===== src/sv/prqs_pkg.sv =====
// Shared types and constants of the priority ready queue scheduler.
`default_nettype none
package prqs_pkg;

  localparam int unsigned PRIO_IN_W  = 8;
  localparam int unsigned SLOT_OUT_W = 4;
  localparam int unsigned STATUS_W   = 2;

  typedef enum logic {
    ACT_ACTIVATE  = 1'b0,
    ACT_TERMINATE = 1'b1
  } action_e;

  typedef enum logic [STATUS_W-1:0] {
    STATUS_OK     = 2'd0,
    STATUS_NOFREE = 2'd1,
    STATUS_IDLE   = 2'd2
  } status_e;

  typedef enum logic [3:0] {
    CMD_NONE,
    CMD_LOAD,
    CMD_UNLINK,
    CMD_PLACE,
    CMD_WALK,
    CMD_INS_W1,
    CMD_INS_W2,
    CMD_FIN
  } cmd_e;

  typedef enum logic [2:0] {
    ST_IDLE,
    ST_UNLINK,
    ST_PLACE,
    ST_WALK,
    ST_INS_W1,
    ST_INS_W2,
    ST_FIN
  } state_e;

  typedef struct packed {
    logic load_err;
    logic op_term;
    logic place_self;
    logic lower;
    logic wrap;
    logic out_busy;
  } dp_sts_t;

endpackage
`default_nettype wire


===== src/sv/prqs_if.sv =====
// Request and response channel interfaces of the scheduler.
`default_nettype none
interface prqs_req_if;
  import prqs_pkg::*;
  logic                 valid;
  logic                 ready;
  logic                 action;
  logic [PRIO_IN_W-1:0] priority_req;
  modport source (output valid, action, priority_req, input ready);
  modport sink   (input valid, action, priority_req, output ready);
endinterface

interface prqs_rsp_if;
  import prqs_pkg::*;
  logic                  valid;
  logic                  ready;
  logic [SLOT_OUT_W-1:0] new_slot;
  logic [SLOT_OUT_W-1:0] running_slot;
  logic                  running_valid;
  logic [STATUS_W-1:0]   status;
  modport source (output valid, new_slot, running_slot, running_valid, status, input ready);
  modport sink   (input valid, new_slot, running_slot, running_valid, status, output ready);
endinterface
`default_nettype wire


===== src/sv/priority_ready_queue_scheduler.sv =====
// Non-preemptive priority scheduler over NUM_SLOTS task slots: activate inserts a
// task into a priority-ordered ready ring, terminate retires the running task. One
// request is handled at a time. Activate walks the ready ring, visiting at most
// NUM_SLOTS - 1 entries one per cycle through the priority memory read port, and
// skips the walk when the ready ring is empty; terminate and a rejected request
// do not walk. The result beat is loaded only once the previous beat has been
// taken, and the next request is taken the cycle after it is loaded. No clearing
// pass after reset.
`default_nettype none
module priority_ready_queue_scheduler #(
  parameter int unsigned NUM_SLOTS = 16,
  parameter int unsigned PRIO_BITS = 8
) (
  input  wire logic  clk_i,
  input  wire logic  rst_ni,
  prqs_req_if.sink   req_i,
  prqs_rsp_if.source rsp_o
);
  import prqs_pkg::*;

  cmd_e    cmd;
  dp_sts_t sts;

  prqs_ctrl u_ctrl (
    .clk_i      (clk_i),
    .rst_ni     (rst_ni),
    .in_valid_i (req_i.valid),
    .in_ready_o (req_i.ready),
    .sts_i      (sts),
    .cmd_o      (cmd)
  );

  prqs_dp #(
    .NUM_SLOTS (NUM_SLOTS),
    .PRIO_BITS (PRIO_BITS)
  ) u_dp (
    .clk_i           (clk_i),
    .rst_ni          (rst_ni),
    .cmd_i           (cmd),
    .action_i        (req_i.action),
    .prio_i          (req_i.priority_req),
    .sts_o           (sts),
    .out_valid_o     (rsp_o.valid),
    .out_ready_i     (rsp_o.ready),
    .new_slot_o      (rsp_o.new_slot),
    .running_slot_o  (rsp_o.running_slot),
    .running_valid_o (rsp_o.running_valid),
    .status_o        (rsp_o.status)
  );

endmodule
`default_nettype wire


===== src/sv/prqs_ctrl.sv =====
// Sequencer of the scheduler: steps the datapath through one request.
`default_nettype none
module prqs_ctrl (
  input  wire logic             clk_i,
  input  wire logic             rst_ni,
  input  wire logic             in_valid_i,
  output logic                  in_ready_o,
  input  wire prqs_pkg::dp_sts_t sts_i,
  output prqs_pkg::cmd_e        cmd_o
);
  import prqs_pkg::*;

  state_e state_q, state_d;

  always_ff @(posedge clk_i or negedge rst_ni) begin
    if (!rst_ni) begin
      state_q <= ST_IDLE;
    end else begin
      state_q <= state_d;
    end
  end

  always_comb begin
    state_d    = state_q;
    cmd_o      = CMD_NONE;
    in_ready_o = 1'b0;
    case (state_q)
      ST_IDLE: begin
        in_ready_o = 1'b1;
        if (in_valid_i) begin
          cmd_o   = CMD_LOAD;
          state_d = sts_i.load_err ? ST_FIN : ST_UNLINK;
        end
      end
      ST_UNLINK: begin
        cmd_o   = CMD_UNLINK;
        state_d = ST_PLACE;
      end
      ST_PLACE: begin
        cmd_o = CMD_PLACE;
        if (sts_i.place_self) begin
          state_d = ST_FIN;
        end else if (sts_i.op_term) begin
          state_d = ST_INS_W1;
        end else begin
          state_d = ST_WALK;
        end
      end
      ST_WALK: begin
        cmd_o = CMD_WALK;
        if (sts_i.lower || sts_i.wrap) begin
          state_d = ST_INS_W1;
        end
      end
      ST_INS_W1: begin
        cmd_o   = CMD_INS_W1;
        state_d = ST_INS_W2;
      end
      ST_INS_W2: begin
        cmd_o   = CMD_INS_W2;
        state_d = ST_FIN;
      end
      ST_FIN: begin
        if (!sts_i.out_busy) begin
          cmd_o   = CMD_FIN;
          state_d = ST_IDLE;
        end
      end
      default: begin
        state_d = ST_IDLE;
      end
    endcase
  end

endmodule
`default_nettype wire


===== src/sv/prqs_dp.sv =====
// Datapath of the scheduler: link and priority memories, list heads, result register.
`default_nettype none
module prqs_dp #(
  parameter int unsigned NUM_SLOTS = 16,
  parameter int unsigned PRIO_BITS = 8
) (
  input  wire logic                            clk_i,
  input  wire logic                            rst_ni,
  input  wire prqs_pkg::cmd_e                  cmd_i,
  input  wire logic                            action_i,
  input  wire logic [prqs_pkg::PRIO_IN_W-1:0]  prio_i,
  output prqs_pkg::dp_sts_t                    sts_o,
  output logic                                 out_valid_o,
  input  wire logic                            out_ready_i,
  output logic [prqs_pkg::SLOT_OUT_W-1:0]      new_slot_o,
  output logic [prqs_pkg::SLOT_OUT_W-1:0]      running_slot_o,
  output logic                                 running_valid_o,
  output logic [prqs_pkg::STATUS_W-1:0]        status_o
);
  import prqs_pkg::*;

  localparam int unsigned SW = $clog2(NUM_SLOTS);
  localparam logic [SW-1:0] LAST = SW'(NUM_SLOTS - 1);

  typedef logic [SW-1:0]        slot_t;
  typedef logic [PRIO_BITS-1:0] prio_t;

  function automatic slot_t ring_succ(slot_t a);
    return (a == LAST) ? '0 : slot_t'(a + 1'b1);
  endfunction

  function automatic slot_t ring_pred(slot_t a);
    return (a == '0) ? LAST : slot_t'(a - 1'b1);
  endfunction

  // Memories
  slot_t nxt_mem [NUM_SLOTS];
  slot_t prv_mem [NUM_SLOTS];
  prio_t pri_mem [NUM_SLOTS];
  logic [NUM_SLOTS-1:0] nxt_vld_q, prv_vld_q;
  slot_t nxt_rd_q, prv_rd_q;
  prio_t pri_rd_q;

  // Scheduler state
  logic  op_q, err_q, lower_q;
  prio_t pr_q;
  slot_t s_q, cur_q, at_q, p_q;
  slot_t rdy_head_q, free_head_q, task_q;
  logic  rdy_ne_q, free_ne_q, task_vld_q;

  // Result register
  logic  out_vld_q;
  logic [SLOT_OUT_W-1:0] new_slot_q, run_slot_q;
  logic  run_vld_q;
  status_e status_q;

  slot_t n_ra, p_ra, pr_ra, n_wa, n_wd, p_wa, p_wd, ld_slot;
  logic  n_we, p_we;
  slot_t task_d;
  logic  task_vld_d;
  status_e status_d;

  assign ld_slot = (action_i == ACT_TERMINATE) ? task_q : free_head_q;

  always_comb begin
    sts_o.load_err   = (action_i == ACT_TERMINATE) ? !task_vld_q : !free_ne_q;
    sts_o.op_term    = op_q;
    sts_o.place_self = op_q ? !free_ne_q : !rdy_ne_q;
    sts_o.lower      = pri_rd_q < pr_q;
    sts_o.wrap       = nxt_rd_q == rdy_head_q;
    sts_o.out_busy   = out_vld_q && !out_ready_i;
  end

  always_comb begin
    n_ra  = s_q;
    p_ra  = s_q;
    pr_ra = cur_q;
    n_we  = 1'b0;
    p_we  = 1'b0;
    n_wa  = s_q;
    n_wd  = s_q;
    p_wa  = s_q;
    p_wd  = s_q;
    case (cmd_i)
      CMD_LOAD: begin
        n_ra = ld_slot;
        p_ra = ld_slot;
      end
      CMD_UNLINK: begin
        if (nxt_rd_q != s_q) begin
          n_we = 1'b1;
          n_wa = prv_rd_q;
          n_wd = nxt_rd_q;
          p_we = 1'b1;
          p_wa = nxt_rd_q;
          p_wd = prv_rd_q;
        end
      end
      CMD_PLACE: begin
        if (sts_o.place_self) begin
          n_we = 1'b1;
          p_we = 1'b1;
        end else if (op_q) begin
          p_ra = free_head_q;
        end else begin
          n_ra  = rdy_head_q;
          pr_ra = rdy_head_q;
        end
      end
      CMD_WALK: begin
        if (sts_o.lower) begin
          p_ra = cur_q;
        end else if (sts_o.wrap) begin
          p_ra = rdy_head_q;
        end else begin
          n_ra  = nxt_rd_q;
          pr_ra = nxt_rd_q;
        end
      end
      CMD_INS_W1: begin
        n_we = 1'b1;
        n_wd = at_q;
        p_we = 1'b1;
        p_wd = prv_rd_q;
      end
      CMD_INS_W2: begin
        n_we = 1'b1;
        n_wa = p_q;
        p_we = 1'b1;
        p_wa = at_q;
      end
      default: begin
      end
    endcase
  end

  always_ff @(posedge clk_i) begin
    if (n_we) begin
      nxt_mem[n_wa] <= n_wd;
    end
    if (p_we) begin
      prv_mem[p_wa] <= p_wd;
    end
    if (cmd_i == CMD_UNLINK && !op_q) begin
      pri_mem[s_q] <= pr_q;
    end
    nxt_rd_q <= nxt_vld_q[n_ra] ? nxt_mem[n_ra] : ring_succ(n_ra);
    prv_rd_q <= prv_vld_q[p_ra] ? prv_mem[p_ra] : ring_pred(p_ra);
    pri_rd_q <= pri_mem[pr_ra];
  end

  always_ff @(posedge clk_i or negedge rst_ni) begin
    if (!rst_ni) begin
      nxt_vld_q <= '0;
      prv_vld_q <= '0;
    end else begin
      if (n_we) begin
        nxt_vld_q[n_wa] <= 1'b1;
      end
      if (p_we) begin
        prv_vld_q[p_wa] <= 1'b1;
      end
    end
  end

  always_comb begin
    task_d     = task_q;
    task_vld_d = task_vld_q;
    status_d   = STATUS_OK;
    if (!op_q) begin
      if (err_q) begin
        status_d = STATUS_NOFREE;
      end else if (!task_vld_q) begin
        task_d     = rdy_head_q;
        task_vld_d = 1'b1;
      end
    end else begin
      if (!err_q) begin
        task_d     = rdy_ne_q ? rdy_head_q : '0;
        task_vld_d = rdy_ne_q;
      end
      if (!task_vld_d) begin
        status_d = STATUS_IDLE;
      end
    end
  end

  always_ff @(posedge clk_i) begin
    case (cmd_i)
      CMD_LOAD: begin
        op_q  <= action_i;
        pr_q  <= PRIO_BITS'(prio_i);
        s_q   <= ld_slot;
        err_q <= sts_o.load_err;
      end
      CMD_PLACE: begin
        at_q    <= free_head_q;
        lower_q <= 1'b0;
        cur_q   <= rdy_head_q;
      end
      CMD_WALK: begin
        if (sts_o.lower) begin
          at_q    <= cur_q;
          lower_q <= 1'b1;
        end else if (sts_o.wrap) begin
          at_q    <= rdy_head_q;
          lower_q <= 1'b0;
        end else begin
          cur_q <= nxt_rd_q;
        end
      end
      CMD_INS_W1: begin
        p_q <= prv_rd_q;
      end
      CMD_FIN: begin
        new_slot_q <= (!op_q && !err_q) ? SLOT_OUT_W'(s_q) : '0;
        run_slot_q <= task_vld_d ? SLOT_OUT_W'(task_d) : '0;
        run_vld_q  <= task_vld_d;
        status_q   <= status_d;
      end
      default: begin
      end
    endcase
  end

  always_ff @(posedge clk_i or negedge rst_ni) begin
    if (!rst_ni) begin
      rdy_head_q  <= '0;
      rdy_ne_q    <= 1'b0;
      free_head_q <= '0;
      free_ne_q   <= 1'b1;
      task_q      <= '0;
      task_vld_q  <= 1'b0;
      out_vld_q   <= 1'b0;
    end else begin
      if (out_vld_q && out_ready_i) begin
        out_vld_q <= 1'b0;
      end
      case (cmd_i)
        CMD_UNLINK: begin
          if (!op_q) begin
            if (nxt_rd_q == s_q) begin
              free_ne_q   <= 1'b0;
              free_head_q <= '0;
            end else begin
              free_head_q <= nxt_rd_q;
            end
          end else begin
            if (nxt_rd_q == s_q) begin
              rdy_ne_q   <= 1'b0;
              rdy_head_q <= '0;
            end else if (rdy_head_q == s_q) begin
              rdy_head_q <= nxt_rd_q;
            end
          end
        end
        CMD_PLACE: begin
          if (op_q) begin
            free_head_q <= s_q;
            free_ne_q   <= 1'b1;
          end else if (sts_o.place_self) begin
            rdy_head_q <= s_q;
            rdy_ne_q   <= 1'b1;
          end
        end
        CMD_INS_W2: begin
          if (lower_q && at_q == rdy_head_q) begin
            rdy_head_q <= s_q;
          end
        end
        CMD_FIN: begin
          task_q     <= task_d;
          task_vld_q <= task_vld_d;
          out_vld_q  <= 1'b1;
        end
        default: begin
        end
      endcase
    end
  end

  assign out_valid_o     = out_vld_q;
  assign new_slot_o      = new_slot_q;
  assign running_slot_o  = run_slot_q;
  assign running_valid_o = run_vld_q;
  assign status_o        = status_q;

endmodule
`default_nettype wire


===== src/flat_wrapper.sv =====
// flat-port wrapper written by rule: the top's interface ports become plain ports
module priority_ready_queue_scheduler_flat import prqs_pkg::*;
#(
  parameter int unsigned NUM_SLOTS = 16,
  parameter int unsigned PRIO_BITS = 8
)
  (clk_i, rst_ni, req_i_valid, req_i_action, req_i_priority_req, req_i_ready, rsp_o_valid, rsp_o_new_slot, rsp_o_running_slot, rsp_o_running_valid, rsp_o_status, rsp_o_ready);
  prqs_req_if req_i_i ();
  prqs_rsp_if rsp_o_i ();
  input  wire logic clk_i;
  input  wire logic rst_ni;
  input wire logic [$bits(req_i_i.valid)-1:0] req_i_valid;
  input wire logic [$bits(req_i_i.action)-1:0] req_i_action;
  input wire logic [$bits(req_i_i.priority_req)-1:0] req_i_priority_req;
  output wire logic [$bits(req_i_i.ready)-1:0] req_i_ready;
  output wire logic [$bits(rsp_o_i.valid)-1:0] rsp_o_valid;
  output wire logic [$bits(rsp_o_i.new_slot)-1:0] rsp_o_new_slot;
  output wire logic [$bits(rsp_o_i.running_slot)-1:0] rsp_o_running_slot;
  output wire logic [$bits(rsp_o_i.running_valid)-1:0] rsp_o_running_valid;
  output wire logic [$bits(rsp_o_i.status)-1:0] rsp_o_status;
  input wire logic [$bits(rsp_o_i.ready)-1:0] rsp_o_ready;
  assign req_i_i.valid = req_i_valid;
  assign req_i_i.action = req_i_action;
  assign req_i_i.priority_req = req_i_priority_req;
  assign req_i_ready = req_i_i.ready;
  assign rsp_o_valid = rsp_o_i.valid;
  assign rsp_o_new_slot = rsp_o_i.new_slot;
  assign rsp_o_running_slot = rsp_o_i.running_slot;
  assign rsp_o_running_valid = rsp_o_i.running_valid;
  assign rsp_o_status = rsp_o_i.status;
  assign rsp_o_i.ready = rsp_o_ready;
  priority_ready_queue_scheduler #(.NUM_SLOTS(NUM_SLOTS), .PRIO_BITS(PRIO_BITS)) u_core (.clk_i(clk_i), .rst_ni(rst_ni), .req_i(req_i_i), .rsp_o(rsp_o_i));
endmodule

===== config.mk =====
export PLATFORM = sky130hd
export DESIGN_NAME = priority_ready_queue_scheduler_flat
export DESIGN_NICKNAME = d
export VERILOG_FILES = /design/src/sv/prqs_pkg.sv /design/src/sv/prqs_if.sv /design/src/sv/priority_ready_queue_scheduler.sv /design/src/sv/prqs_ctrl.sv /design/src/sv/prqs_dp.sv /design/src/flat_wrapper.sv
export SDC_FILE = /design/constraint.sdc
export NUM_CORES = 1
export LEC_CHECK = 0
export BUFFER_PORTS_ARGS = -buffer_cell sky130_fd_sc_hd__clkbuf_2
export CAP_MARGIN = 20
export CORE_UTILIZATION = 50
export DETAILED_ROUTE_END_ITERATION = 8
export PLACE_DENSITY = 0.64
export SLEW_MARGIN = 10
export SYNTH_ARGS = -nofsm -noshare
export SYNTH_HDL_FRONTEND = slang
export SYNTH_SLANG_ARGS = --single-unit

===== constraint.sdc =====
create_clock -name clk_i -period 4 [get_ports clk_i]
set_clock_uncertainty 0.05 [all_clocks]
set_input_delay 0.2 -clock clk_i [delete_from_list [all_inputs] [get_ports clk_i]]
set_output_delay 0.2 -clock clk_i [all_outputs]
set_load 0.05 [all_outputs]

# Yosys cells after proc, flatten, opt, wreduce, memory -nomap -nowiden
# Memories as Yosys holds them, arrays and structs flattened. A register that Yosys moved wholly into a read port is not among the register bits.
# Index checks and enable logic that the tools add are counted.
[classes] n_reduce_logical=27 n_div=0 bitwise=2 n_shift=0 n_lt_le_gt_ge=7 n_eq_ne=31 multipliers=0 addsub=2 n_mux=94
[ops] cell="4-bit 2-to-1 mux" n=35
[ops] cell="4-bit one-hot mux with 2 select lines" n=8
[ops] cell="3-bit one-hot mux with 7 select lines" n=2
[ops] cell="4-bit one-hot mux with 3 select lines" n=3
[ops] cell="16-bit bitwise OR" n=2
[ops] cell="1-bit 2-to-1 mux" n=29
[ops] cell="3-bit 2-to-1 mux" n=7
[ops] cell="4-bit by 5-bit < comparator with 1-bit output (second input constant)" n=4
[ops] cell="4-bit by 3-bit == test with 1-bit output (second input constant)" n=4
[ops] cell="4-bit == test" n=4
[ops] cell="2-bit inequality test (second input constant)" n=8
[ops] cell="3-bit == test (second input constant)" n=3
[ops] cell="1-bit binary-select mux with 4-bit select" n=2
[ops] cell="1-bit demux with 4-bit select" n=2
[ops] cell="4-bit by 2-bit == test with 1-bit output (second input constant)" n=2
[ops] cell="4-bit by 1-bit >= comparator with 1-bit output (second input constant)" n=2
[ops] cell="8-bit < comparator" n=1
[ops] cell="1-bit logical AND" n=7
[ops] cell="3-bit by 2-bit == test with 1-bit output (second input constant)" n=2
[ops] cell="1-bit zero test" n=6
[ops] cell="3-bit by 1-bit inequality test with 1-bit output (second input constant)" n=2
[ops] cell="1-bit one-hot mux with 2 select lines" n=3
[ops] cell="3-bit AND reduction" n=2
[ops] cell="6-bit AND reduction" n=1
[ops] cell="18 further kinds" n=22
[word_totals] mem_count=3 output_inout_bits=13 in_bits=13 latchBits=0 romBits=0 reg_bits=97 mem_bits_rw=256
[mem_list] memory="u_core.u_dp.pri_mem" depth=16 width=8 rd=1 rd_ports_with_merged_regs=1 write_ports=1 line="prqs_dp.sv:39" rtl="prio_t pri_mem [NUM_SLOTS];"
[mem_list] memory="u_core.u_dp.nxt_mem" depth=16 width=4 rd=1 rd_ports_with_merged_regs=0 write_ports=1 line="prqs_dp.sv:37" rtl="slot_t nxt_mem [NUM_SLOTS];"
[mem_list] memory="u_core.u_dp.prv_mem" depth=16 width=4 rd=1 rd_ports_with_merged_regs=0 write_ports=1 line="prqs_dp.sv:38" rtl="slot_t prv_mem [NUM_SLOTS];"

# Logic depth before layout (Yosys ltp)
# Gate-level depths: netlist of the first run.
[logic_depth] ltp_word=11 mapped_depth=15 ltp_nobuf=14

# Cells and area by module
# A second synthesis of the first run with hierarchy kept.
[unflattened] cells_unflattened=1243 area_unflattened_um2=16218.1
[modules_own_cells] mod="prqs_dp" area_per_inst_um2=15936.5 instances=1 cells_each=1207 seq_area_each_um2=10351.2
[modules_own_cells] mod="prqs_ctrl" area_per_inst_um2=281.5 instances=1 cells_each=36 seq_area_each_um2=75.1

# Worst setup path before layout of the first run
# Ideal clock, no wire load.
[synth_timing] path_type="reg2reg" from="register u_core.u_dp.pr_q[1]" to="register u_core.u_dp.prv_rd_q[3]" t_arrival_ns=3.403 setup_slack_ns=0.426 synth_period_minus_slack_ns=3.574 stages_incl_launch_ff=12 path_buffers=0 t_required_ns=3.829 cell_sequence="edfxtp_1 inv_1 ha_1 a2111o_1 a31oi_4 nand2_1 a31oi_4 mux4_2 nor2b_1 a211oi_2 a21oi_4 mux2_4"
[synth_between] elab_chain_cells=6 word_cells_on_any_way=10 classes_between="add/sub: 1; order compare: 1; mux: 6; reduce/logical: 1; memory: 1"
[synth_rtl] element="start, declared" line="prqs_dp.sv:46" rtl="prio_t pr_q;"
[synth_rtl] element="start signal, assigned" line="prqs_dp.sv:192" rtl="pr_q <= PRIO_BITS'(prio_i);"
[synth_rtl] element="8-bit < comparator (*)" line="prqs_dp.sv:69" rtl="sts_o.lower = pri_rd_q < pr_q;"
[synth_rtl] element="4-bit 2-to-1 mux (*)" line="prqs_dp.sv:111" rtl="if (sts_o.lower) begin"
[synth_rtl] element="4-bit one-hot mux with 3 select lines (*)" line="prqs_dp.sv:84" rtl="case (cmd_i)"
[synth_rtl] element="4-bit by 1-bit subtractor with 4-bit output (tied with other cells)" line="prqs_dp.sv:33" rtl="return (a == '0) ? LAST : slot_t'(a - 1'b1);"
[synth_rtl] element="4-bit 2-to-1 mux or 1-bit 2-to-1 mux (tied branches)" line="prqs_dp.sv:33, prqs_dp.sv:148"
[synth_rtl] element="4-bit 2-to-1 mux (*)" line="prqs_dp.sv:148" rtl="prv_rd_q <= prv_vld_q[p_ra] ? prv_mem[p_ra] : ring_pred(p_ra);"
[synth_rtl] element="end signal, assigned" line="prqs_dp.sv:148"
[synth_rtl] element="end, declared" line="prqs_dp.sv:41" rtl="slot_t nxt_rd_q, prv_rd_q;"
# Every way passes the cells marked *; elsewhere a longest branch is shown, timed or not. The select of a mux whose other input is x is not followed.
# A chain may end at the register's enable or synchronous reset.

# Worst setup path in the final report of the first run
[layout_timing] from="register u_core.u_ctrl.state_q[1]" to="register u_core.u_dp.nxt_rd_q[1]"
[layout_between] elab_chain_cells=7 word_cells_on_any_way=19 classes_between="add/sub: 1; eq/ne: 10; mux: 6; reduce/logical: 1; memory: 1"
[layout_rtl] element="start, declared" line="prqs_ctrl.sv:13" rtl="state_e state_q, state_d;"
[layout_rtl] element="start signal, assigned" line="prqs_ctrl.sv:19" rtl="state_q <= state_d;"
[layout_rtl] element="3-bit == test (tied with other cells)" line="prqs_ctrl.sv:27" rtl="case (state_q)"
[layout_rtl] element="3-bit one-hot mux with 7 select lines (*)" line="prqs_ctrl.sv:27"
[layout_rtl] element="4-bit by 3-bit == test with 1-bit output (tied with other cells)" line="prqs_dp.sv:84"
[layout_rtl] element="4-bit one-hot mux with 3 select lines (*)" line="prqs_dp.sv:84"
[layout_rtl] element="4-bit by 1-bit adder with 4-bit output (tied with other cells)" line="prqs_dp.sv:29" rtl="return (a == LAST) ? '0 : slot_t'(a + 1'b1);"
[layout_rtl] element="4-bit 2-to-1 mux or 1-bit 2-to-1 mux (tied branches)" line="prqs_dp.sv:29, prqs_dp.sv:147"
[layout_rtl] element="4-bit 2-to-1 mux (*)" line="prqs_dp.sv:147" rtl="nxt_rd_q <= nxt_vld_q[n_ra] ? nxt_mem[n_ra] : ring_succ(n_ra);"
[layout_rtl] element="end signal, assigned" line="prqs_dp.sv:147"
[layout_rtl] element="end, declared" line="prqs_dp.sv:41"
# Marked as above.

==> results of run 1 <==
-- per-stage QoR --
step	utilization, %	setup slack (ns)	hold slack [ns]
finish	58.5	0.326	0.0423
global route	58.5	0.0861	0.0434
CTS	58.5	0.342	0.0317
detailed placement	54.3	0.351	0.145
global placement	54.3	0.425	0.135
floorplan	-	0.426	-0.146
-- cell families (layout without fill, tap and decap cells) --
family | Yosys count | after routing
AND/OR/NAND/NOR | 256 | 256
AO/OA/AOI/OAI | 185 | 185
multiplexers | 253 | 253
flip-flops | 361 | 361
XOR/XNOR | 17 | 17
buffers and inverters | 83 | 198
adder cells (fa/ha/maj) | 10 | 10
-- what timing repair did --
action / 4_1_cts / 5_1_grt
hold buffers: 10 / 0
endpoints found under the hold margin: 26 / 0
buffers inserted: 0 / 0
-- state kept, by name, summed over array words and instances (netlist names), 4 cells and up --
name                        flops
u_core.u_dp.rdy_head_q          4
u_core.u_dp.free_head_q         4
u_core.u_dp.nxt_vld_q          16
u_core.u_dp.task_q              4
u_core.u_dp.nxt_rd_q            4
u_core.u_dp.prv_rd_q            4
u_core.u_dp.prv_mem            64
u_core.u_dp.running_slot_o      4
u_core.u_dp.p_q                 4
u_core.u_dp.pri_mem           128
u_core.u_dp.prv_vld_q          16
u_core.u_dp.pri_rd_q            8
u_core.u_dp.pr_q                8
u_core.u_dp.s_q                 4
u_core.u_dp.at_q                4
u_core.u_dp.new_slot_o          4
u_core.u_dp.nxt_mem            64
u_core.u_dp.cur_q               4
-- cell type report --
cell class | count | area, sq um
clock buffers | 51 | 1070
flip-flops and latches | 361 | 10400
repair buffers | 101 | 771
clock inverters | 19 | 161
fillers | 2487 | 13200
well taps | 435 | 544
inverters | 27 | 101
multi-input cells | 721 | 5530
-- how the worst max path moves through the flow --
stage,from,endpoint,slack (ns)
5_1_grt,u_core.u_ctrl.state_q[1]$_DFFE_PN0P_,u_core.u_dp.nxt_rd_q[1]$_DFF_P_,0.09
3_3_place_gp,u_core.u_dp.pr_q[1]$_DFFE_PP_,u_core.u_dp.nxt_rd_q[1]$_DFF_P_,0.42
2_1_floorplan,u_core.u_dp.pr_q[1]$_DFFE_PP_,u_core.u_dp.prv_rd_q[3]$_DFF_P_,0.43
6_report,u_core.u_ctrl.state_q[1]$_DFFE_PN0P_,u_core.u_dp.nxt_rd_q[1]$_DFF_P_,0.33
4_1_cts,u_core.u_dp.pr_q[1]$_DFFE_PP_,u_core.u_dp.prv_rd_q[3]$_DFF_P_,0.34
3_5_place_dp,u_core.u_dp.pr_q[1]$_DFFE_PP_,u_core.u_dp.prv_rd_q[3]$_DFF_P_,0.35
-- layer usage --
layer | vias up | routed length (um)
met5 | - | 0
met4 | 0 | 1070
met3 | 72 | 1360
met2 | 237 | 18200
met1 | 4788 | 15600
li1 | 4571 | -
-- worst max-delay path: stages, from the launching register on --
cell	delay, ns
dfrtp_1	0.36
buf_4	0.20
inv_2	0.10
a21oi_1	0.58
o22ai_1	0.23
a211oi_4	0.58
buf_12	0.28
mux2i_1	0.20
mux2_2	0.16
o22ai_1	0.08
a221o_1	0.37
mux2_4	0.32
-- power by group through the flow --
| stage | Clock (mW) | Combinational (mW) | Sequential, mW |
|---|---|---|---|
| after floorplan | 0 | 5.34 | 5.46 |
| after global placement | 0 | 7.33 | 5.45 |
| after detailed placement | 0 | 7.42 | 5.46 |
| after CTS | 3.52 | 7.46 | 5.39 |
| after global routing | 3.69 | 8.00 | 5.44 |
| final | 3.46 | 7.42 | 5.39 |
-- cells in the final DEF (no fill, tap or decap), drive strengths merged, types with 21 or more instances in the layout --
cell type and count:
nand2 68, mux2i 224, or2 36, mux2 26
buf 66, clkbuf 76, inv 23, o21ai 31
nor2 71, dfrtp 50, a21oi 37, edfxtp 294
a22oi 21
==> results.cfg, run 1 <==
[timing]
period_minus_slack_ns = 3.67
final-setup-viol-count = 0
rsz0062_at_grt = false
fmax_mhz = 272
tns_ns = 0
slew_viol_final = 0
final_hold_viol_count = 0
finalCritPeriodShare_pct = 91.9
worstMarginPinSlew_ns = 0.921
slew_headroom_pct = 38.1

[worst_setup_path]
critPathMaxFanout = 26
r2r_end = u_core.u_dp.nxt_rd_q[1]$_DFF_P_
setup.worst_path.end_class = flip-flop
r2r_start = u_core.u_ctrl.state_q[1]$_DFFE_PN0P_
ff2ff_path_depth = 11
worstPathArrival_ns = 4.02
critPathKind = flip-flop to flip-flop
r2r_slack_ns = 0.33
critPathLaunchType = flip-flop
cp.required_ns = 4.35

[power_and_ir_drop]
power_mw = 16.3
switching_share_pct = 37.3
internal-power_mw = 10.2
p_clk_share_pct = 21.3
p_comb_share_pct = 45.6
pwr-share-seq_pct = 33.1
powerDensity_nw_per_um2 = 875
leakage_nw = 6.99
power.net_switching_mw = 6.08
irDropWorstVdd_uv = 535

[routing]
first_pass_iters = 5
ant_nets = 0
wl_per_cell_um = 21.1
routed_wirelength_um = 36200
via_per_inst = 5.64
drc = 0
drt_iter0_markers = 668
vias = 9668

[global_routing]
groute.usage.overall_pct = 22.1
grt_max_degree = 65
use_met3_pct = 3.15
grt_pass1_wl_um = 55800
met2_usage_pct = 38.3
grt.met1_usage_pct = 28.4
grt_antenna_before_repair = 0
gr-total-overflow = 0
grt_pass1_vias = 9669
busiest_layer = met2

[yosys]
ys_seq_elements = 361
synthTopCellsByCount = 294 x edfxtp_1, 224 x mux2i_1, 70 x nor2_1
postSynthAreaPerCell_sq_um = 14.0
syn_nets = 1188
ys.warnings.count = 0
synth_most_common_cell = edfxtp_1
synth_top_family_by_area = multiplexers
synth_xor_xnor_area_share_pct = 0.913
synth_edf_count = 294
ys.flop_type = edfxtp_1
yosysTopAreaCell = edfxtp_1
synth.area.mux_share_pct = 16.1
yosys-top-cells-area = edfxtp_1 54%, mux2i_1 14%, dfrtp_1 7.7%, dfxtp_1 2.0%, nor2_1 1.6%
synthSimpleGateAreaFrac_pct = 7.76
synth_cell_type_count = 69
synth-async-reset-ratio_pct = 14.1
synth_area_sq_um = 16300
seq_area_frac_synth_pct = 63.9
synth_cells = 1165
synth_compound_area_share_pct = 8.22
netlist.area_leader.share_pct = 54.1
synthAdderAreaFrac_pct = 0.767

[worst_hold_path]
min_path_type = primary input to flip-flop
hold_depth = 3
worstHoldStart = rsp_o_ready
whs_endpoint = u_core.u_dp.out_valid_o$_DFFE_PN0P_

[cells_and_area]
antenna_cells = 0
layout.cells.non_filler = 1715
fin_nets = 1274
final_layout_size_suffix_gt1_share_pct = 18.4
syn_to_final_growth_pct = 14.1
design_area_sq_um = 18600

[clocking]
cts_root_buffer = clkbuf_16
clockBufferDepth = 3
cts_sinks = 361
numCtsBuffers = 39
cts_tree = built
clk_pin_slew_ns = 0.06
h-tree-depth = 2
cts_repair_resize_count = 0
insertion_delay_ns = 0.52

[place]
place_area_sq_um = 17300
gp_congestion = 0.909
dp_hpwl_um = 24600
dpl.cell_count = 1635
port-buffer-count = 25

[die]
die_h_um = 183
ios = 26
initial_core_util_pct = 51.3
dieArea_sq_um = 33300
num_rows = 65
fp.dieW_um = 183
core_area_sq_um = 31800

[run]
max-cap-violations = 0

[run_status]
status = finished clean
Power figures use the tool's default switching activity.
==> run 2, diff against run 1 <==
--- a/config.mk
+++ b/config.mk
@@ -7,9 +7,11 @@
 export LEC_CHECK = 0
 export BUFFER_PORTS_ARGS = -buffer_cell sky130_fd_sc_hd__clkbuf_2
 export CAP_MARGIN = 20
-export CORE_UTILIZATION = 50
+export CELL_PAD_IN_SITES_DETAIL_PLACEMENT = 0
+export CELL_PAD_IN_SITES_GLOBAL_PLACEMENT = 2
+export CORE_UTILIZATION = 46
 export DETAILED_ROUTE_END_ITERATION = 8
-export PLACE_DENSITY = 0.64
+export PLACE_DENSITY = 0.78
 export SLEW_MARGIN = 10
 export SYNTH_ARGS = -nofsm -noshare
 export SYNTH_HDL_FRONTEND = slang
==> run 2 against run 1 <==
  * Routed wire length rose by 4.8%
  * Clock-buffer cell count up 3
  * Die area up 8.6%
  * Critical path depth stayed put
  * Total power is 2.1% higher
  * Global-route usage is 0.65 points lower
  * Non-clock buffer count up 1
  * Largest power group unchanged
  * Worst setup slack got worse by 0.035 ns
  * First-iteration DRC count fell by 1.0%
  * Final area increased by 0.78%
==> results.cfg, run 2 (synthesis results as in run 1) <==
[clocking]
numCtsBuffers = 40
clk_pin_slew_ns = 0.06
cts_sinks = 361
postCtsSetupBuffers = 0
cts_repair_resize_count = 0
cts_root_buffer = clkbuf_16
cts-hold-fix-buffers = 11
h-tree-depth = 2
insertion_delay_ns = 0.57
cts_tree = built
clockBufferDepth = 3

[power_and_ir_drop]
power_mw = 16.6
leakage_nw = 7.05
powerDensity_nw_per_um2 = 887
irDropWorstVdd_uv = 546

[die]
core_area_sq_um = 34700
ios = 26
die_h_um = 190
dieArea_sq_um = 36200
num_rows = 68
fp.dieW_um = 190
initial_core_util_pct = 47.0

[routing]
wl_per_cell_um = 21.8
vias = 9577
via_per_inst = 5.50
routed_wirelength_um = 38000
drc = 0
drt_iter0_markers = 661
ant_nets = 0
first_pass_iters = 5

[worst_setup_path]
r2r_start = u_core.u_dp.pr_q[1]$_DFFE_PP_
critPathKind = flip-flop to flip-flop
critPathLaunchType = flip-flop
ff2ff_path_depth = 11
worstPathArrival_ns = 4.10
cp.required_ns = 4.39
critPathMaxFanout = 32
r2r_end = u_core.u_dp.pri_rd_q[4]$_DFF_P_
r2r_slack_ns = 0.29
setup.worst_path.end_class = flip-flop

[cells_and_area]
fillCellCount = 2907
layout.cells.non_filler = 1740
largest_register = u_core.u_dp.pri_mem
top_regs = u_core.u_dp.pri_mem x128, u_core.u_dp.nxt_mem x64, u_core.u_dp.prv_mem x64
fin_nets = 1276
layout_common_cells = 294 x edfxtp_1, 224 x mux2i_1, 70 x nor2_1, 67 x nand2_1, 61 x buf_4
fin_util_pct = 54.0
final_common_cell = edfxtp_1
design_area_sq_um = 18800
syn_to_final_growth_pct = 15.0
antenna_cells = 0
final_layout_size_suffix_gt1_share_pct = 19.1
largest_reg_flops = 128

[timing]
fmax_mhz = 270
worstMarginPinSlew_ns = 1.09
tns_ns = 0
final-setup-viol-count = 0
hold_ws_ns = 0.0572
slew_viol_final = 0
rsz0062_at_grt = false
slew_headroom_pct = 27.0
period_minus_slack_ns = 3.71
setup_slack_ns = 0.291
finalCritPeriodShare_pct = 92.7
final_hold_viol_count = 0

[global_routing]
gr-total-overflow = 0
grt_pass1_vias = 9484
grt_antenna_before_repair = 0
groute.usage.overall_pct = 21.5
grt_pass1_wl_um = 57900
grt_max_degree = 43

[place]
dpl.cell_count = 1655
dp_hpwl_um = 25200
port-buffer-count = 25
gp_congestion = 0.838
dpl_worst_slack_ns = 0.283
place_area_sq_um = 17300

[worst_hold_path]
min_path_type = primary input to flip-flop
worstHoldStart = req_i_valid
whs_endpoint = u_core.u_ctrl.state_q[2]$_DFFE_PN0P_
hold_depth = 5

[run]
max-cap-violations = 0

[run_status]
status = finished clean
==> run 2: changes by cell type in the layout (fill, tap and decap cells not counted), sizes merged <==
cell,previous run,this run
dlygate4sd3,10,11
clkinv,19,16
inv,23,26
clkbuf,76,79
clkinvlp,1,2
==> run 2: layer usage <==
metal	vias to the layer above	share of wire [%]	wire length, um	track usage (%)
met4	0	1.9	719	6.15
li1	4573	-	-	-
met5	-	0	0	0
met3	49	4.3	1620	2.94
met1	4756	48	18100	31.5
met2	199	46	17500	33.3
==> run 2: how the worst max path moves through the flow <==
stage                                    startpoint                               to  slack (ns)
2_1_floorplan         u_core.u_dp.pr_q[1]$_DFFE_PP_  u_core.u_dp.prv_rd_q[3]$_DFF_P_        0.43
3_3_place_gp          u_core.u_dp.pr_q[1]$_DFFE_PP_  u_core.u_dp.nxt_rd_q[1]$_DFF_P_        0.23
3_5_place_dp          u_core.u_dp.pr_q[1]$_DFFE_PP_  u_core.u_dp.pri_rd_q[4]$_DFF_P_        0.28
4_1_cts               u_core.u_dp.pr_q[1]$_DFFE_PP_  u_core.u_dp.pri_rd_q[4]$_DFF_P_        0.26
5_1_grt        u_core.u_ctrl.state_q[2]$_DFFE_PN0P_  u_core.u_dp.nxt_rd_q[1]$_DFF_P_         0.1
6_report              u_core.u_dp.pr_q[1]$_DFFE_PP_  u_core.u_dp.pri_rd_q[4]$_DFF_P_        0.29
==> run 2: area by class of cell <==
class,instances,area (sq um),share of cell area (%)
clock buffer,54,1120,5.99
inverter,27,101,0.541
multi-input combinational,721,5530,29.5
timing repair buffer,102,793,4.23
clock inverter,20,209,1.11
sequential,361,10400,55.6
tap,455,569,3.04
==> run 2: power by group <==
group | internal, mW | switching [mW] | total [mW]
Sequential | 5.04 | 0.338 | 5.37
Clock | 2.18 | 1.51 | 3.70
Combinational | 3.10 | 4.46 | 7.56
==> run 2: critical path, cell delays in order, from the launching register on <==
cell and delay (ns):
edfxtp_1 0.38, inv_1 0.07, ha_1 0.22, a2111o_1 0.44, a31oi_4 0.33, a21oi_1 0.13, buf_4 0.22, o22ai_1 0.17
a21o_2 0.88, mux2i_1 0.22, a22oi_1 0.36, nand2_1 0.08
